--- src/rtl/assert_macros.svh ---
// Assertion macros for the rasterizer RTL.
`ifndef ASSERT_MACROS_SVH
`define ASSERT_MACROS_SVH

// Clocked assertion, switched off while reset is asserted.
`define TDR_ASSERT(lbl, clk, rstn, prop, msg) \
  lbl: assert property (@(posedge clk) disable iff (!rstn) prop) else $error(msg);

// Clocked assertion that is also checked during reset.
`define TDR_ASSERT_ALWAYS(lbl, clk, prop, msg) \
  lbl: assert property (@(posedge clk) prop) else $error(msg);

`endif

--- src/rtl/tdr_pkg.sv ---
// ----------------------------------------------------------------------------
// tdr_pkg
// Shared widths, the queued pixel job and helpers for the rasterizer.
// ----------------------------------------------------------------------------
package tdr_pkg;

  localparam int SCR_W   = 512;
  localparam int SCR_H   = 512;
  localparam int PX_W    = $clog2(SCR_W);
  localparam int PY_W    = $clog2(SCR_H);
  localparam int ADDR_W  = PX_W + PY_W;
  localparam int CELLS   = SCR_W * SCR_H;
  localparam int COORD_W = 11;
  localparam int DEPTH_W = 16;
  localparam int SHADE_W = 24;

  localparam logic [0:0] CMD_LOAD = 1'b0;
  localparam logic [0:0] CMD_STEP = 1'b1;

  localparam logic signed [DEPTH_W-1:0] DEPTH_MIN = {1'b1, {(DEPTH_W-1){1'b0}}};
  localparam logic signed [DEPTH_W-1:0] DEPTH_MAX = {1'b0, {(DEPTH_W-1){1'b1}}};

  // One pixel to evaluate, with the triangle it belongs to.
  typedef struct packed {
    logic signed [COORD_W-1:0] ax;
    logic signed [COORD_W-1:0] ay;
    logic signed [DEPTH_W-1:0] az;
    logic signed [COORD_W-1:0] bx;
    logic signed [COORD_W-1:0] by;
    logic signed [DEPTH_W-1:0] bz;
    logic signed [COORD_W-1:0] cx;
    logic signed [COORD_W-1:0] cy;
    logic signed [DEPTH_W-1:0] cz;
    logic [SHADE_W-1:0]        shade;
    logic [PX_W-1:0]           px;
    logic [PY_W-1:0]           py;
    logic                      last;
  } tdr_job_t;

  // Queue status seen by the front end and the pixel unit
  typedef struct packed {
    logic full;
    logic empty;
  } tdr_q_stat_t;

  function automatic logic [PX_W-1:0] clamp_x(input logic signed [COORD_W-1:0] v);
    logic [PX_W-1:0] r;
    if (v < 0) r = '0;
    else if (v > $signed(COORD_W'(SCR_W - 1))) r = PX_W'(SCR_W - 1);
    else r = v[PX_W-1:0];
    return r;
  endfunction

  function automatic logic [PY_W-1:0] clamp_y(input logic signed [COORD_W-1:0] v);
    logic [PY_W-1:0] r;
    if (v < 0) r = '0;
    else if (v > $signed(COORD_W'(SCR_H - 1))) r = PY_W'(SCR_H - 1);
    else r = v[PY_W-1:0];
    return r;
  endfunction

endpackage

--- src/rtl/tdr_queue.sv ---
// ----------------------------------------------------------------------------
// tdr_queue
// Two-entry job queue between the traversal front end and the pixel unit.
// ----------------------------------------------------------------------------
module tdr_queue (
  input  logic                  clk,
  input  logic                  rst_n,
  input  logic                  push,
  input  tdr_pkg::tdr_job_t     push_job,
  input  logic                  pop,
  output tdr_pkg::tdr_job_t     pop_job,
  output tdr_pkg::tdr_q_stat_t  stat
);

  tdr_pkg::tdr_job_t ent_r [2];
  logic       wp_r, wp_nxt;
  logic       rp_r, rp_nxt;
  logic [1:0] cnt_r, cnt_nxt;

  always_comb begin
    wp_nxt  = wp_r ^ push;
    rp_nxt  = rp_r ^ pop;
    cnt_nxt = cnt_r + {1'b0, push} - {1'b0, pop};
  end

  always_ff @(posedge clk) begin
    if (!rst_n) begin
      wp_r  <= 1'b0;
      rp_r  <= 1'b0;
      cnt_r <= 2'd0;
    end else begin
      wp_r  <= wp_nxt;
      rp_r  <= rp_nxt;
      cnt_r <= cnt_nxt;
    end
  end

  always_ff @(posedge clk) begin
    if (push) ent_r[wp_r] <= push_job;
  end

  assign pop_job    = ent_r[rp_r];
  assign stat.full  = (cnt_r == 2'd2);
  assign stat.empty = (cnt_r == 2'd0);

endmodule

--- config.mk ---
export PLATFORM = sky130hd
export DESIGN_NAME = tdr_queue
export DESIGN_NICKNAME = d
export VERILOG_FILES = /design/src/rtl/assert_macros.svh /design/src/rtl/tdr_pkg.sv /design/src/rtl/tdr_queue.sv
export SDC_FILE = /design/constraint.sdc
export NUM_CORES = 1
export LEC_CHECK = 0
export ABC_AREA = 1
export BUFFER_PORTS_ARGS = -buffer_cell sky130_fd_sc_hd__buf_2
export CAP_MARGIN = 20
export CORE_MARGIN = 1
export CORE_UTILIZATION = 52
export DETAILED_ROUTE_END_ITERATION = 10
export GPL_TIMING_DRIVEN = 0
export HOLD_SLACK_MARGIN = 0.15
export PLACE_DENSITY = 0.79
export SLEW_MARGIN = 40
export SYNTH_ARGS = -nofsm -noshare
export SYNTH_HDL_FRONTEND = slang
export SYNTH_SLANG_ARGS = --single-unit
--- constraint.sdc ---
create_clock -name clk -period 6.5 [get_ports clk]
set_input_delay 0.65 -clock clk [delete_from_list [all_inputs] [get_ports clk]]
set_output_delay 0.65 -clock clk [all_outputs]
set_load 0.02 [all_outputs]
==> impl_metrics.env <==
export IMPL_overflow=0
export IMPL_rows=54
export IMPL_dr_wl_met3_mm=1.95
export IMPL_start_kind="flip-flop"
export IMPL_layout_setup_ws_ns=3.86
export IMPL_hold_class="in -> reg"
export IMPL_fillers=1498
export IMPL_clock_latency_ns=0.54
export IMPL_io_pins=320
export IMPL_routed_via_density=5.10
export IMPL_grtUsageTotal_pct=18.8
export IMPL_numPortBuffers=319
export IMPL_power_density_mw_per_mm2=318
export IMPL_vias=6018
export IMPL_cts_tree="yes"
export IMPL_postSynthCellCount=517
export IMPL_syn_to_final_growth_pct=26.8
export IMPL_synth_warnings=0
export IMPL_netlist_area_leader_share_pct=81.3
export IMPL_synth_area_leaders="edfxtp_1 81%, mux2_2 15%, buf_6 1.3%"
export IMPL_wl_per_cell_um=18.9
export IMPL_top_layer="met5"
export IMPL_numCtsBuffers=31
export IMPL_pwr_share_comb_pct=13.2
export IMPL_antenna_found_initial=2
export IMPL_p_leak_nw=5.55
export IMPL_nets=1044
export IMPL_routabilityCongestion=0.748
export IMPL_min_period_ns=2.64
export IMPL_drc_errors=0
export IMPL_ir_worst_vdd_v=0.000300
export IMPL_dp_slack_ns=4.41
export IMPL_dieArea_mm2=0.0229
export IMPL_fp_dieH_um=151
export IMPL_core_mm2=0.0218
export IMPL_pwr_share_clk_pct=34.9
export IMPL_synth_avg_cell_area_um2=22.4
export IMPL_grt_pass1_vias=6294
export IMPL_ant_nets=0
export IMPL_clock_sinks=319
export IMPL_swShare_pct=23.0
export IMPL_ys_seq_area_share_pct=82.1
export IMPL_synth_seq_cells=319
export IMPL_syn_nets=682
export IMPL_p_switching_mw=1.08
export IMPL_rsz0062_at_grt="false"
export IMPL_p_seq_share_pct=51.9
export IMPL_syn_cell_area_mm2=0.0116
export IMPL_setup_violations_final=0
export IMPL_place_hpwl_mm=15.6
export IMPL_post_cts_buffers=0
export IMPL_fmax_mhz=379
export IMPL_final_hold_violation_count=0
export IMPL_cp_required_ns=5.85
export IMPL_slew_viol_final=0
export IMPL_synth_cell_types=13
export IMPL_drt_iter0_markers=214
export IMPL_synth_top_cell_by_area="edfxtp_1"
export IMPL_met2_length_mm=11.7
export IMPL_placed_cell_area_mm2=0.0138
export IMPL_maxCapViolCount=0
export IMPL_period_share_pct=40.6
export IMPL_critPathKind="reg -> out"
export IMPL_grt_pass1_wl_mm=32.4
export IMPL_drt_pass1_iter_count=4
export IMPL_routed_wl_mm=22.3
export IMPL_setup_tns_ns=0
export IMPL_relSlewSlack_pct=82.7
export IMPL_status="completed"
export IMPL_end_kind="primary output"
export IMPL_tightest_slew_ns=0.260
export IMPL_worstPathMaxFanout=10
export IMPL_cts_root_buf="clkbuf_16"
export IMPL_crit_arrival_ns=1.99
export IMPL_r2r_start="wp_r"
export IMPL_ctsResizeCount=0
export IMPL_initial_core_util_pct=53.2
export IMPL_finalPower_mw=4.68
export IMPL_clk_path_buf_depth=3
export IMPL_min_from="push_job[6]"
export IMPL_htree_levels=1
export IMPL_path_clk_slew_ns=0.06
export IMPL_cts_hold_buffers_added=0
export IMPL_clock_skew_ns=0.0124
export IMPL_drive_above_1_share_pct=60.2
export IMPL_drt_met1_wl_mm=8.08
export IMPL_die_width_um=151
export IMPL_stdcell_area_mm2=0.0147
export IMPL_grt_max_degree=39
export IMPL_p_int_mw=3.60
-- worst paths after layout --
kind / cells after the start / endpoint / slack, ns
min reg2reg: 2 / rp_r / 0.53
max reg2reg: 5 / ent_r[0][75] / 4.87
max: 4 / pop_job[123] / 3.86
min: 1 / ent_r[1][6] / 0.29
-- cells in the final DEF (no fill, tap or decap), drive strengths merged --
master	synthesis	routed
bufinv	0	2
buf	17	346
inv	7	7
clkinv	0	11
dfxtp	5	5
nand2	4	4
edfxtp	314	314
a21oi	1	1
diode	0	1
clkinvlp	0	1
mux2	157	157
nand3	1	1
xnor2	1	1
nor2	6	6
ha	4	4
clkbuf	0	39
-- power by group through the flow --
stage                     Clock (mW)  Sequential, mW  Combinational, mW
after floorplan                    0            2.48              0.377
after global placement             0            2.50              0.584
after detailed placement           0            2.47              0.619
after CTS                       1.66            2.43              0.624
after global routing            1.72            2.44              0.658
final                           1.63            2.43              0.615
-- state kept, by name, indices dropped and copies added, names as in the netlist, named ones only --
register,count
ent_r,314
wp_r,1
rp_r,1
cnt_r,2
-- Yosys cell counts --
library cell,number
a21oi_1,1
ha_1,4
edfxtp_1,314
buf_6,13
nand3_1,1
xnor2_1,1
buf_2,2
nand2_1,4
buf_4,2
nor2_1,6
inv_1,7
mux2_2,157
dfxtp_1,5
-- cells by family after synthesis --
family | synth area share (%)
XOR/XNOR | 0.0755
AND/OR/NAND/NOR | 0.367
AO/OA/AOI/OAI | 0.0431
adder cells (fa/ha/maj) | 0.431
flip-flops | 82.1
multiplexers | 15.2
buffers and inverters | 1.70
-- routing by layer --
| metal | global-route usage (%) | vias up |
|---|---|---|
| met5 | 0 | - |
| met4 | 6.10 | 4 |
| met3 | 5.51 | 47 |
| met2 | 34.8 | 238 |
| met1 | 20.5 | 2944 |
| li1 | - | 2785 |
-- per-stage QoR --
| step | util [%] | instances | hold WS, ns |
|---|---|---|---|
| global route | 67.4 | 1179 | 0.269 |
| floorplan | - | 517 | 0.480 |
| finish | 67.4 | 1180 | 0.287 |
| global placement | 62.1 | 1116 | 0.494 |
| detailed placement | 63.2 | 1126 | 0.524 |
| CTS | 67.4 | 1179 | 0.264 |
-- cell type report --
class / count / area (µm²) / area share (%)
Multi-Input combinational cell: 174 / 1900 / 12.9
Antenna cell: 1 / 2.50 / 0.0170
Inverter: 7 / 26.3 / 0.179
Timing Repair Buffer: 329 / 1810 / 12.3
Clock inverter: 14 / 111 / 0.757
Buffer: 17 / 171 / 1.17
Clock buffer: 39 / 806 / 5.48
Sequential cell: 319 / 9530 / 64.8
Tap cell: 280 / 350 / 2.38
-- worst max-delay path: stages (launching register included) --
cell	delay (ns)
dfxtp_1	0.40
buf_4	0.30
buf_6	0.21
mux2_2	0.36
buf_2	0.16
Power figures use the tool's default switching activity.
