===== src/rtl/assert_macros.svh =====
// Assertion macros for the rasterizer RTL.
`ifndef ASSERT_MACROS_SVH
`define ASSERT_MACROS_SVH

// Clocked assertion, switched off while reset is asserted.
`define TDR_ASSERT(lbl, clk, rstn, prop, msg) \
  lbl: assert property (@(posedge clk) disable iff (!rstn) prop) else $error(msg);

// Clocked assertion that is also checked during reset.
`define TDR_ASSERT_ALWAYS(lbl, clk, prop, msg) \
  lbl: assert property (@(posedge clk) prop) else $error(msg);

`endif


===== src/rtl/tdr_pkg.sv =====
// ----------------------------------------------------------------------------
// tdr_pkg
// Shared widths, the queued pixel job and helpers for the rasterizer.
// ----------------------------------------------------------------------------
package tdr_pkg;

  localparam int SCR_W   = 512;
  localparam int SCR_H   = 512;
  localparam int PX_W    = $clog2(SCR_W);
  localparam int PY_W    = $clog2(SCR_H);
  localparam int ADDR_W  = PX_W + PY_W;
  localparam int CELLS   = SCR_W * SCR_H;
  localparam int COORD_W = 11;
  localparam int DEPTH_W = 16;
  localparam int SHADE_W = 24;

  localparam logic [0:0] CMD_LOAD = 1'b0;
  localparam logic [0:0] CMD_STEP = 1'b1;

  localparam logic signed [DEPTH_W-1:0] DEPTH_MIN = {1'b1, {(DEPTH_W-1){1'b0}}};
  localparam logic signed [DEPTH_W-1:0] DEPTH_MAX = {1'b0, {(DEPTH_W-1){1'b1}}};

  // One pixel to evaluate, with the triangle it belongs to.
  typedef struct packed {
    logic signed [COORD_W-1:0] ax;
    logic signed [COORD_W-1:0] ay;
    logic signed [DEPTH_W-1:0] az;
    logic signed [COORD_W-1:0] bx;
    logic signed [COORD_W-1:0] by;
    logic signed [DEPTH_W-1:0] bz;
    logic signed [COORD_W-1:0] cx;
    logic signed [COORD_W-1:0] cy;
    logic signed [DEPTH_W-1:0] cz;
    logic [SHADE_W-1:0]        shade;
    logic [PX_W-1:0]           px;
    logic [PY_W-1:0]           py;
    logic                      last;
  } tdr_job_t;

  // Queue status seen by the front end and the pixel unit
  typedef struct packed {
    logic full;
    logic empty;
  } tdr_q_stat_t;

  function automatic logic [PX_W-1:0] clamp_x(input logic signed [COORD_W-1:0] v);
    logic [PX_W-1:0] r;
    if (v < 0) r = '0;
    else if (v > $signed(COORD_W'(SCR_W - 1))) r = PX_W'(SCR_W - 1);
    else r = v[PX_W-1:0];
    return r;
  endfunction

  function automatic logic [PY_W-1:0] clamp_y(input logic signed [COORD_W-1:0] v);
    logic [PY_W-1:0] r;
    if (v < 0) r = '0;
    else if (v > $signed(COORD_W'(SCR_H - 1))) r = PY_W'(SCR_H - 1);
    else r = v[PY_W-1:0];
    return r;
  endfunction

endpackage


===== src/rtl/tdr_front.sv =====
// ----------------------------------------------------------------------------
// tdr_front
// Takes input beats: latches triangles, walks the bounding box, queues pixels.
// ----------------------------------------------------------------------------
module tdr_front (
  input  logic                  clk,
  input  logic                  rst_n,
  input  logic                  clearing,
  input  tdr_pkg::tdr_q_stat_t  q_stat,
  input  logic                  in_tvalid,
  output logic                  in_tready,
  input  logic [143:0]          in_tdata,
  input  logic                  in_tuser,
  output logic                  push,
  output tdr_pkg::tdr_job_t     push_job
);

  logic signed [tdr_pkg::COORD_W-1:0] ax, ay, bx, by, cx, cy;
  logic signed [tdr_pkg::DEPTH_W-1:0] az, bz, cz;
  logic [tdr_pkg::SHADE_W-1:0]        shade;

  tdr_pkg::tdr_job_t tri_r, tri_nxt;
  logic [tdr_pkg::PX_W-1:0] xmin_r, xmax_r, cur_x_r;
  logic [tdr_pkg::PX_W-1:0] xmin_nxt, xmax_nxt, cur_x_nxt;
  logic [tdr_pkg::PY_W-1:0] ymin_r, ymax_r, cur_y_r;
  logic [tdr_pkg::PY_W-1:0] ymin_nxt, ymax_nxt, cur_y_nxt;
  logic busy_r, busy_nxt;

  logic signed [tdr_pkg::COORD_W-1:0] mnx, mxx, mny, mxy;
  logic [tdr_pkg::PY_W:0] y_inc;
  logic [tdr_pkg::PX_W:0] x_inc;
  logic acc, row_end, box_end;

  assign ax    = in_tdata[10:0];
  assign ay    = in_tdata[21:11];
  assign az    = in_tdata[37:22];
  assign bx    = in_tdata[48:38];
  assign by    = in_tdata[59:49];
  assign bz    = in_tdata[75:60];
  assign cx    = in_tdata[86:76];
  assign cy    = in_tdata[97:87];
  assign cz    = in_tdata[113:98];
  assign shade = in_tdata[137:114];

  assign in_tready = !clearing && !q_stat.full;
  assign acc       = in_tvalid && in_tready;

  always_comb begin
    mnx = (ax < bx) ? ax : bx;  mnx = (mnx < cx) ? mnx : cx;
    mxx = (ax > bx) ? ax : bx;  mxx = (mxx > cx) ? mxx : cx;
    mny = (ay < by) ? ay : by;  mny = (mny < cy) ? mny : cy;
    mxy = (ay > by) ? ay : by;  mxy = (mxy > cy) ? mxy : cy;
  end

  always_comb begin
    y_inc   = {1'b0, cur_y_r} + 1'b1;
    x_inc   = {1'b0, cur_x_r} + 1'b1;
    row_end = (y_inc >= {1'b0, ymax_r});
    box_end = row_end && (x_inc >= {1'b0, xmax_r});

    tri_nxt   = tri_r;
    xmin_nxt  = xmin_r;
    xmax_nxt  = xmax_r;
    ymin_nxt  = ymin_r;
    ymax_nxt  = ymax_r;
    cur_x_nxt = cur_x_r;
    cur_y_nxt = cur_y_r;
    busy_nxt  = busy_r;
    push      = 1'b0;

    push_job      = tri_r;
    push_job.px   = cur_x_r;
    push_job.py   = cur_y_r;
    push_job.last = box_end;

    if (acc && in_tuser == tdr_pkg::CMD_LOAD) begin
      tri_nxt.ax = ax;  tri_nxt.ay = ay;  tri_nxt.az = az;
      tri_nxt.bx = bx;  tri_nxt.by = by;  tri_nxt.bz = bz;
      tri_nxt.cx = cx;  tri_nxt.cy = cy;  tri_nxt.cz = cz;
      tri_nxt.shade = shade;
      xmin_nxt  = tdr_pkg::clamp_x(mnx);
      xmax_nxt  = tdr_pkg::clamp_x(mxx);
      ymin_nxt  = tdr_pkg::clamp_y(mny);
      ymax_nxt  = tdr_pkg::clamp_y(mxy);
      cur_x_nxt = xmin_nxt;
      cur_y_nxt = ymin_nxt;
      busy_nxt  = (xmin_nxt < xmax_nxt) && (ymin_nxt < ymax_nxt);
    end else if (acc && busy_r) begin
      push = 1'b1;
      if (row_end) begin
        cur_y_nxt = ymin_r;
        cur_x_nxt = x_inc[tdr_pkg::PX_W-1:0];
        if (box_end) busy_nxt = 1'b0;
      end else begin
        cur_y_nxt = y_inc[tdr_pkg::PY_W-1:0];
      end
    end
  end

  always_ff @(posedge clk) begin
    if (!rst_n) begin
      tri_r   <= '0;
      xmin_r  <= '0;
      xmax_r  <= '0;
      ymin_r  <= '0;
      ymax_r  <= '0;
      cur_x_r <= '0;
      cur_y_r <= '0;
      busy_r  <= 1'b0;
    end else begin
      tri_r   <= tri_nxt;
      xmin_r  <= xmin_nxt;
      xmax_r  <= xmax_nxt;
      ymin_r  <= ymin_nxt;
      ymax_r  <= ymax_nxt;
      cur_x_r <= cur_x_nxt;
      cur_y_r <= cur_y_nxt;
      busy_r  <= busy_nxt;
    end
  end

endmodule


===== config.mk =====
export PLATFORM = sky130hd
export DESIGN_NAME = tdr_front
export DESIGN_NICKNAME = d
export VERILOG_FILES = /design/src/rtl/assert_macros.svh /design/src/rtl/tdr_pkg.sv /design/src/rtl/tdr_front.sv
export SDC_FILE = /design/constraint.sdc
export NUM_CORES = 1
export LEC_CHECK = 0
export BUFFER_PORTS_ARGS = -buffer_cell sky130_fd_sc_hd__buf_2
export CAP_MARGIN = 20
export CORE_UTILIZATION = 54
export CTS_BUF_LIST = sky130_fd_sc_hd__clkbuf_16
export DETAILED_ROUTE_END_ITERATION = 16
export PLACE_DENSITY = 0.78
export SYNTH_ARGS = -nofsm -noshare
export SYNTH_HDL_FRONTEND = slang
export SYNTH_SLANG_ARGS = --single-unit
export TNS_END_PERCENT = 50

===== constraint.sdc =====
create_clock -name clk -period 9.7 [get_ports clk]
set_input_delay 0.485 -clock clk [delete_from_list [all_inputs] [get_ports clk]]
set_output_delay 0.485 -clock clk [all_outputs]
set_load 0.05 [all_outputs]

==> Implementation_results.wiki, run 1 <==
{| class="wikitable"
! Metric !! Value
|-
| P_leak || approximately 6.2 nW
|-
| Post-Syn Nets || 1648
|-
| Total number of yosys warnings || 0
|-
| Launching point of the worst reg2reg path || cur_y_r[0]$_SDFFE_PN0P_
|-
| Root buffer cell || clkbuf_16
|-
| Arr. time, crit path || 6380 ps
|-
| Hold Crit Start || in_tdata[33]
|-
| Post-Syn Instances || 1397
|-
| Core Area || 0.0204 mm^2
|-
| NumNets Final || 1898
|-
| TritonCTS Buffers || 17
|-
| Series of cell instances along the critical path || buf_2 -> inv_1 -> ha_1 -> a211oi_1 -> o21bai_1 -> o21bai_1 -> a21oi_2 -> mux2i_1 -> inv_1 -> ha_1 -> nor4b_1 -> o211ai_1 -> nand3_1 -> a21oi_1 -> mux2i_4 -> o211ai_2 -> ha_1 -> a21o_1 -> a21o_1 -> a21oi_1 -> nor2_1 -> nor3_1 -> o31a_1 -> a2bb2oi_2
|-
| PD cells || 159 mW/mm^2
|-
| Layout Utilization || 0.661
|-
| RSZ-0062 raised after global routing || no
|-
| Area enclosed by the die boundary || roughly 0.022 mm^2
|-
| Mean Syn Cell Area || ~8.1 um^2
|-
| Reg clk slew, reported paths || ~80 ps
|-
| Hold Worst Slack || 276 ps
|-
| Number of cells upsized or downsized after cts || 0
|-
| Non-Filler Cell Area, Final || 0.0135 mm^2
|-
| Maximum VDD drop || roughly 110 uV
|-
| Count of buffers inserted at the top-level ports || 302
|-
| Outcome || finished clean
|-
| Number of H-tree branching levels || 4
|-
| Placement Setup Slack || about 3000 ps
|-
| Cell Count, Final, Fillers Out || 1931
|-
| Worst-Margin Slew || 974 ps
|-
| Data required time of the worst path || 10080 ps
|-
| Type of the worst setup path || input port to flop
|-
| Cell area after placement || 0.0129 mm^2
|-
| Number of enable flip-flop cells after synthesis || 0
|-
| Number of flip-flops and latches in the synthesized netlist || roughly 180
|-
| Total GRT Usage || 0.300
|-
| Wire length of the first global-routing pass || 51.7 mm
|-
| Most common cell on crit path || ha_1
|-
| DP HPWL || around 24 mm
|-
| Final worst path period share || 0.618
|-
| Tightest slew margin relative to the limit || 0.351
|-
| Die height || 147 um
|-
| Aggregate global routing overflow || 0
|-
| Cell family with most CP delay || compound AO/OA/AOI/OAI gates
|-
| Worst clock skew || 12.3 ps
|-
| Post-DR vias/cell || 5.57
|-
| Commonest non-fill, non-tap cells in the layout || 342 x nand2_1, 301 x buf_2, 184 x dfxtp_1, 138 x a21boi_0, 100 x ha_1
|-
| Achievable Freq || 0.167 GHz
|-
| DP Cell Count || 1897
|-
| CP Max Fanout || 13
|-
| Cell Area, Synth || about 0.011 mm^2
|-
| Yosys cell types || 76
|-
| Deepest clock path buffer count || 2
|-
| Sum of buffers and inverters on the critical path || 3
|-
| Worst hold path class || input port to flop
|-
| CTS tree || yes
|-
| Biggest cell delay along the critical path || 740 ps
|-
| Asr flop ratio synth || 0
|-
| Detailed Route WL || 32.7 mm
|-
| Number of antenna-violating nets in the routed design || 0
|-
| DRC violations left || 0
|-
| Violation count after the first detailed-routing iteration || between 600 and 700
|-
| Post-DR wirelength/cell || approximately 17 um
|-
| Standard-cell rows || 52
|-
| Clock sink count || 184
|-
| Most used flip-flop cell after synthesis || dfxtp_1
|-
| Routability cong. || 0.979
|-
| Setup Viol. Count Final || 0
|-
| Shortest clock period the worst path allows after layout || ~6000 ps
|-
| Vias || 10800
|-
| X dimension of the die || 147 um
|-
| Final TNS setup || 0 ps
|-
| Max Transition Viols Final || 0
|-
| Count of buffers added by post-CTS timing repair for setup || 0
|-
| Final Total Pwr || about 2.1 mW
|-
| Initial antenna violation count || 1
|-
| Most common library cell in the layout ignoring fill and taps || nand2_1
|-
| Drt first pass iters || 5
|-
| Start point of the critical path || in_tdata[53]
|-
| Effective utilization at floorplan || 0.555
|-
| Hold violation total from the final report || 0
|-
| Syn-to-layout area delta || 19.2%
|-
| Share of post-route cells with drive strength above 1 || 0.232
|-
| Max capacitance violation total || 0
|-
| Maximum number of pins on one net before global-route repair || 111
|-
| Setup ws final || approximately 3700 ps
|-
| Total I/O pin count || 310
|-
| Clk Latency, worst-skew pair || 450 ps
|-
| Post-cts hold buffer count || 0
|-
| Sequential fraction of the synthesis area || 0.326
|-
| Critical path capture point type || flop
|-
| Vias in the first global route || between 10000 and 15000
|-
| Critical path launch point type || input port
|-
| Slowest cell on crit path || o21bai_1
|}
[worst min-delay path: stages]
cell and delay (ps):
buf_2 90, nand2_1 40, a21boi_0 60
[cell usage after synthesis (9+ instances only)]
library cell	instances	area share
nor3b_1	9	0.0060
nand4_1	15	0.0083
o21a_1	14	0.0093
xor2_1	12	0.0093
nand2_1	343	0.11
a22oi_1	9	0.0060
ha_1	100	0.11
dfxtp_1	184	0.33
nor3_1	13	0.0058
and2_1	15	0.0083
xnor2_1	10	0.0078
inv_1	87	0.029
nor2_1	37	0.012
nand3_1	25	0.011
a21o_1	10	0.0066
buf_2	9	0.0040
nor2b_1	11	0.0061
a21oi_1	51	0.023
a21boi_0	138	0.092
clkbuf_1	58	0.019
mux2i_1	16	0.014
nand3b_1	17	0.011
o21ai_0	30	0.013
o21ai_1	30	0.013
[flip-flops by register name, indices dropped and copies added (netlist names)]
register,count
xmax_r,9
cur_y_r,9
ymax_r,9
cur_x_r,9
push_job,138
ymin_r,9
busy_r,1
[layer usage]
| metal | vias to the layer above | wire length (um) | global-route usage |
|---|---|---|---|
| met5 | - | 0 | 0 |
| met2 | 418 | 14900 | 0.489 |
| li1 | 5314 | - | - |
| met1 | 4972 | 14300 | 0.381 |
| met4 | 0 | 810 | 0.102 |
| met3 | 56 | 2710 | 0.0813 |
[final timing paths]
path	end	slack (ps)	cells after the start
setup reg to reg	cur_y_r[2]$_SDFFE_PN0P_	6010	14
hold / removal	push_job[130]$_SDFFE_PN0P_	280	3
setup / recovery	busy_r$_SDFFE_PN0P_	3700	24
hold reg to reg	push_job[42]$_SDFFE_PN0P_	460	2
[cell type report]
type,instances,area (um^2)
Antenna cell,1,2.50
Clock buffer,17,425
Clock inverter,15,155
Fill cell,1759,6900
Inverter,89,334
Multi-Input combinational cell,1046,6960
Sequential cell,184,3680
Tap cell,270,338
Timing Repair Buffer,309,1570
[power by group]
group | leakage [nW] | internal [mW] | total (mW) | switching [mW]
sequential | 1.49 | 0.773 | 0.785 | 0.0113
combinational | 4.43 | 0.241 | 0.645 | 0.403
clock | 0.286 | 0.346 | 0.711 | 0.365
[cell families (layout without fill, tap and decap cells)]
family,count (synthesis),after routing,share of synthesized area
AND/OR/NAND/NOR,518,518,0.206
AO/OA/AOI/OAI,366,366,0.235
flip-flops,184,184,0.326
buffers and inverters,167,430,0.0601
adder cells (fa/ha/maj),100,100,0.111
multiplexers,39,39,0.0422
XOR/XNOR,23,23,0.0195
other,0,1,0
No activity file was read; power rests on OpenSTA's default activity.
==> run 2: changes to the inputs <==
==> constraint.sdc (replaced) <==
create_clock -name clk -period 5.85 [get_ports clk]
set_input_delay 0.2925 -clock clk [delete_from_list [all_inputs] [get_ports clk]]
set_output_delay 0.2925 -clock clk [all_outputs]
set_load 0.05 [all_outputs]
==> Implementation_results.wiki, run 2 (synthesized netlist as in run 1, its figures left out) <==
{| class="wikitable"
! Metric !! Value
|-
| Most common library cell in the layout ignoring fill and taps || nand2_1
|-
| Cell area after placement || 0.0130 mm^2 (+0.93%)
|-
| Sw power || 1.29 mW (+66%)
|-
| Int Pwr || 2.29 mW (+68%)
|-
| PD cells || 263 mW/mm^2 (+66%)
|-
| Aggregate global routing overflow || 0 (unchanged)
|-
| NumNets Final || 1913 (+0.79%)
|-
| DRC violations left || 0 (unchanged)
|-
| Syn-to-layout area delta || 20.3%
|-
| RSZ-0062 raised after global routing || no
|-
| Max Transition Viols Final || 0 (unchanged)
|-
| Setup ws final || 533 ps (-3170 ps)
|-
| Combinational fraction of design power || 0.307 (+0.006)
|-
| Maximum number of pins on one net before global-route repair || 106 (-4.5%)
|-
| Hold violation total from the final report || 0 (unchanged)
|-
| Die height || 147 um (unchanged)
|-
| DP HPWL || 24.7 mm (+2.0%)
|-
| Type of the worst setup path || input port to flop
|-
| Tightest slew margin relative to the limit || 0.378 (+0.0277)
|-
| Wire length of the first global-routing pass || 52.4 mm (+1.3%)
|-
| Number of H-tree branching levels || 4 (unchanged)
|-
| Max capacitance violation total || 0 (unchanged)
|-
| Final worst path period share || 0.909
|-
| CP Max Fanout || 15 (+2)
|-
| Total I/O pin count || 310 (unchanged)
|-
| Area enclosed by the die boundary || 0.0215 mm^2 (unchanged)
|-
| Initial antenna violation count || 0 (-1)
|-
| P_leak || 6.28 nW (+1.2%)
|-
| Critical path capture point type || flop
|-
| Reg clk slew, reported paths || 80 ps (about the same)
|-
| Hold Worst Slack || 87.4 ps (-188 ps)
|-
| Clk Latency, worst-skew pair || 450 ps (about the same)
|-
| Clock sink count || 184 (unchanged)
|-
| Seq pwr share || 0.363 (-0.004)
|-
| Routability cong. || 0.963 (-1.7%)
|-
| Vias in the first global route || 10300 (+1.4%)
|-
| Count of buffers added by post-CTS timing repair for setup || 0 (unchanged)
|-
| Standard-cell rows || 52 (unchanged)
|-
| X dimension of the die || 147 um (unchanged)
|-
| Worst-Margin Slew || 932 ps (-41.6 ps)
|-
| Effective utilization at floorplan || 0.555 (unchanged)
|-
| Post-cts hold buffer count || 0 (unchanged)
|-
| Slowest cell on crit path || o31ai_2
|-
| Achievable Freq || 0.188 GHz
|-
| TritonCTS Buffers || 17 (unchanged)
|-
| Core Area || 0.0204 mm^2 (unchanged)
|-
| Portion of total power attributed to the clock network || 0.329 (-0.003)
|-
| Setup Viol. Count Final || 0 (unchanged)
|-
| Worst hold path class || input port to flop
|-
| Outcome || finished clean
|-
| Commonest non-fill, non-tap cells in the layout || 342 x nand2_1, 301 x buf_2, 184 x dfxtp_1, 138 x a21boi_0, 100 x ha_1
|-
| Root buffer cell || clkbuf_16
|-
| Worst clock skew || 9.82 ps (-2.48 ps)
|-
| Data required time of the worst path || 6240 ps (-3840 ps)
|-
| Final Total Pwr || 3.58 mW (+67%)
|-
| CTS tree || yes
|-
| Number of antenna diodes || 0 (-1)
|-
| Deepest clock path buffer count || 2 (unchanged)
|-
| Detailed Route WL || 32.8 mm (+0.24%)
|-
| Non-Filler Cell Area, Final || 0.0136 mm^2 (+0.94%)
|-
| Number of cells upsized or downsized after cts || 0 (unchanged)
|-
| Placement Setup Slack || 116 ps (-2830 ps)
|-
| Number of flip-flops under the largest register name || 138 (unchanged)
|-
| Final TNS setup || 0 ps (unchanged)
|-
| Count of buffers inserted at the top-level ports || 302 (unchanged)
|-
| Arr. time, crit path || 5710 ps (-670 ps)
|-
| Sw frac || 0.361 (-0.00288)
|-
| Vias || 10800 (+0.23%)
|-
| Cell Count, Final, Fillers Out || 1945 (+0.73%)
|-
| Violation count after the first detailed-routing iteration || 692 (+3.6%)
|-
| Post-DR vias/cell || 5.54 (-0.49%)
|-
| Layout Utilization || 0.667 (+0.00621)
|-
| Total GRT Usage || 0.305 (+0.00502)
|-
| Biggest cell delay along the critical path || 420 ps (-320 ps)
|-
| DP Cell Count || 1913 (+0.84%)
|-
| Shortest clock period the worst path allows after layout || roughly 5300 ps
|-
| Maximum VDD drop || 228 uV (+98%)
|-
| Drt first pass iters || 6 (+1)
|-
| Share of post-route cells with drive strength above 1 || 0.239 (+0.00688)
|-
| Number of antenna-violating nets in the routed design || 0 (unchanged)
|-
| Critical path launch point type || input port
|-
| Post-DR wirelength/cell || 16.9 um (-0.48%)
|}
-- run 2: cell count changes in the layout (fill, tap and decap cells not counted), sizes merged --
cell | before | now
buf | 309 | 324
clkinv | 7 | 8
clkinvlp | 1 | 0
diode | 1 | 0
-- run 2: routing by layer --
metal,vias to the layer above,part of all wire,global-route usage
li1,5342,-,-
met4,0,0.022,0.110
met5,-,0,0
met3,54,0.082,0.0653
met2,432,0.46,0.499
met1,4957,0.44,0.395
-- run 2: worst paths after layout --
path	start	to	slack, ps	depth (start not counted)
worst max-delay path	in_tdata[48]	busy_r$_SDFFE_PN0P_	530	28
worst min-delay path	in_tdata[36]	push_job[133]$_SDFFE_PN0P_	90	3
worst max register to register	cur_y_r[0]$_SDFFE_PN0P_	cur_y_r[2]$_SDFFE_PN0P_	2190	14
worst min register to register	push_job[60]$_SDFFE_PN0P_	push_job[60]$_SDFFE_PN0P_	460	2
-- run 2: critical path, delay by kind of cell --
kind / cells / cell delay [ps]
compound gates: 13 / 2320
simple gates: 7 / 960
buf+inv: 3 / 470
xor+xnor: 1 / 270
fa+ha+maj: 3 / 980
mux: 1 / 390
-- run 2: power by group through the flow --
stage	logic [mW]	clock network, mW	registers (mW)
finish	1.10	1.18	1.30
global route	1.21	1.25	1.31
CTS	1.09	1.20	1.30
detailed placement	1.08	0	1.33
global placement	1.06	0	1.33
floorplan	0.695	0	1.41
-- run 2: cell type report --
type,count,area (um^2)
clock inverters,15,171
flip-flops and latches,184,3680
inverters,89,334
clock buffers,17,425
well taps,270,338
fillers,1790,6780
multi-input cells,1046,6960
repair buffers,324,1680
==> run 3: changes to the inputs <==
--- a/config.mk
+++ b/config.mk
@@ -7,7 +7,9 @@
 export LEC_CHECK = 0
 export BUFFER_PORTS_ARGS = -buffer_cell sky130_fd_sc_hd__buf_2
 export CAP_MARGIN = 20
-export CORE_UTILIZATION = 54
+export CELL_PAD_IN_SITES_DETAIL_PLACEMENT = 0
+export CELL_PAD_IN_SITES_GLOBAL_PLACEMENT = 1
+export CORE_UTILIZATION = 39
 export CTS_BUF_LIST = sky130_fd_sc_hd__clkbuf_16
 export DETAILED_ROUTE_END_ITERATION = 16
 export PLACE_DENSITY = 0.78
==> Implementation_results.wiki, run 3 (synthesized netlist as in run 1, its figures left out) <==
{| class="wikitable"
! Metric !! Value
|-
| Outcome || finished clean
|-
| Final Total Pwr || 3.59 mW (+0.26%)
|-
| Maximum number of pins on one net before global-route repair || 98 (-7.5%)
|-
| DP HPWL || 26.5 mm (+7.1%)
|-
| Biggest cell delay along the critical path || 380 ps (-40 ps)
|-
| Int Pwr || 2.29 mW (+0.33%)
|-
| Critical path depth in cells || 28 (unchanged)
|-
| Root buffer cell || clkbuf_16
|-
| Number of H-tree branching levels || 4 (unchanged)
|-
| Final worst path period share || 0.916 (+0.00755)
|-
| Vias || 10700 (-1.1%)
|-
| Wire length on met3 || 2.62 mm (-2.1%)
|-
| CTS tree || yes
|-
| Hold Worst Slack || 89.2 ps (+1.79 ps)
|-
| Clock sink count || 184 (unchanged)
|-
| Type of the worst setup path || input port to flop
|-
| Final TNS setup || 0 ps (unchanged)
|-
| Post-cts hold buffer count || 0 (unchanged)
|-
| NumNets Final || 1934 (+1.1%)
|-
| Die height || 172 um (+17%)
|-
| Shortest clock period the worst path allows after layout || 5360 ps (+44.1 ps)
|-
| Commonest non-fill, non-tap cells in the layout || 342 x nand2_1, 301 x buf_2, 184 x dfxtp_1, 138 x a21boi_0, 100 x ha_1
|-
| Arr. time, crit path || 5720 ps (about the same)
|-
| Share of post-route cells with drive strength above 1 || 0.248 (+0.00957)
|-
| Deepest clock path buffer count || 2 (unchanged)
|-
| Cell area after placement || 0.0133 mm^2 (+2.3%)
|-
| Clk Latency, worst-skew pair || 430 ps (-20 ps)
|-
| Critical path capture point type || flop
|-
| Worst clock skew || 14.4 ps (+4.58 ps)
|-
| Cell family with most CP delay || compound AO/OA/AOI/OAI gates
|-
| Max capacitance violation total || 0 (unchanged)
|-
| Combinational fraction of design power || 0.315 (+0.008)
|-
| Data required time of the worst path || 6210 ps (-30 ps)
|-
| Cell Count, Final, Fillers Out || 2073 (+6.6%)
|-
| Maximum VDD drop || 182 uV (-20%)
|-
| Core Area || 0.0282 mm^2 (+38%)
|-
| Portion of total power attributed to the clock network || 0.322 (-0.007)
|-
| Number of flip-flops under the largest register name || 138 (unchanged)
|-
| Total length of routed met2 wires || 15.4 mm (+2.9%)
|-
| Max Transition Viols Final || 0 (unchanged)
|-
| Vias in the first global route || 10200 (-0.72%)
|-
| DRC violations left || 0 (unchanged)
|-
| Number of cells traversed by the worst register-to-register path || 14 (unchanged)
|-
| Number of cells upsized or downsized after cts || 0 (unchanged)
|-
| CP Max Fanout || 16 (+1)
|-
| Seq pwr share || 0.363 (about the same)
|-
| Violation count after the first detailed-routing iteration || 590 (-15%)
|-
| TritonCTS Buffers || 17 (unchanged)
|-
| Post-DR wirelength/cell || 16.9 um (+0.25%)
|-
| Worst-Margin Slew || 1010 ps (+76.4 ps)
|-
| Sw power || 1.30 mW (+0.15%)
|-
| Wire length of the first global-routing pass || 55.0 mm (+5.1%)
|-
| Sum of buffers and inverters on the critical path || 3 (unchanged)
|-
| X dimension of the die || 172 um (+17%)
|-
| DP Cell Count || 2042 (+6.7%)
|-
| Critical path launch point type || input port
|-
| Total GRT Usage || 0.238 (-0.0672)
|-
| Number of antenna-violating nets in the routed design || 0 (unchanged)
|-
| Achievable Freq || 0.187 GHz (-0.82%)
|-
| Drt first pass iters || 5 (-1)
|-
| Slowest cell on crit path || mux2_1
|-
| Aggregate global routing overflow || 0 (unchanged)
|-
| Routability cong. || 0.928 (-3.6%)
|-
| Area enclosed by the die boundary || 0.0297 mm^2 (+38%)
|-
| Uppermost routed layer || met4
|-
| Initial antenna violation count || 1 (+1)
|-
| Worst hold path class || input port to flop
|-
| Non-Filler Cell Area, Final || 0.0139 mm^2 (+2.1%)
|-
| Post-DR vias/cell || 5.15 (-7.2%)
|-
| Most common library cell in the layout ignoring fill and taps || nand2_1
|-
| Count of buffers added by post-CTS timing repair for setup || 0 (unchanged)
|-
| P_leak || 6.37 nW (+1.5%)
|-
| RSZ-0062 raised after global routing || no
|-
| Tightest slew margin relative to the limit || 0.327 (-0.0510)
|-
| Syn-to-layout area delta || 22.8%
|-
| Effective utilization at floorplan || 0.401 (-0.154)
|-
| Number of antenna diodes || 0 (unchanged)
|-
| Hold violation total from the final report || 0 (unchanged)
|-
| Met1 WL || 16.2 mm (+13%)
|-
| PD cells || 259 mW/mm^2 (-1.8%)
|-
| Total I/O pin count || 310 (unchanged)
|-
| Most common cell on crit path || a21oi_1
|-
| Setup Viol. Count Final || 0 (unchanged)
|-
| Count of buffers inserted at the top-level ports || 302 (unchanged)
|-
| Detailed Route WL || 35.0 mm (+6.8%)
|-
| Sw frac || 0.361 (-0.000421)
|-
| Reg clk slew, reported paths || 90 ps (about the same)
|-
| Count of cells along the worst hold path || 3 (unchanged)
|-
| Standard-cell rows || 61 (+17%)
|}
-- run 3: cell types whose count changed in the layout (fill, tap and decap cells not counted) --
| cell | change |
|---|---|
| buf_4 | +21 |
| inv_12 | -2 |
| inv_6 | -3 |
| clkinv_4 | +3 |
| inv_8 | +1 |
| a21oi_2 | -1 |
| clkinvlp_4 | +1 |
| a21oi_4 | +1 |
| clkinv_1 | -1 |
-- run 3: final cells by class --
| cell class | count | area (um^2) |
|---|---|---|
| Clock buffer | 17 | 425 |
| Clock inverter | 14 | 154 |
| Fill cell | 2800 | 14300 |
| Inverter | 89 | 334 |
| Multi-Input combinational cell | 1046 | 6970 |
| Sequential cell | 184 | 3680 |
| Tap cell | 378 | 473 |
| Timing Repair Buffer | 345 | 1840 |
-- run 3: stage by stage --
| step | setup WS [ps] | utilization |
|---|---|---|
| global route | 67.8 | 0.493 |
| global placement | 138 | 0.472 |
| finish | 489 | 0.493 |
| detailed placement | 87.9 | 0.472 |
| CTS | 502 | 0.492 |
| floorplan | 483 | - |
-- run 3: final timing paths --
check / start / to / slack, ps
setup / recovery: in_tdata[40] / busy_r$_SDFFE_PN0P_ / 490
hold / removal: in_tdata[26] / push_job[123]$_SDFFE_PN0P_ / 90
setup reg to reg: cur_y_r[0]$_SDFFE_PN0P_ / cur_x_r[0]$_SDFFE_PN0P_ / 2280
hold reg to reg: ymin_r[0]$_SDFFE_PN0P_ / ymin_r[0]$_SDFFE_PN0P_ / 460
-- run 3: routing by layer --
layer / track usage / vias up
li1: - / 5385
met1: 0.318 / 4890
met2: 0.377 / 349
met3: 0.0538 / 44
met4: 0.0754 / 0
met5: 0 / -
-- run 3: power groups by stage --
stage | Clock, mW | Combinational [mW] | Sequential [mW]
finish | 1.16 | 1.13 | 1.30
detailed placement | 0 | 1.12 | 1.33
global route | 1.24 | 1.25 | 1.31
floorplan | 0 | 0.695 | 1.41
global placement | 0 | 1.10 | 1.33
CTS | 1.19 | 1.13 | 1.30
-- run 3: tightest hold or removal path, cell delays in order --
cell	delay [ps]
buf_2	100
nand2_1	40
a21boi_0	60
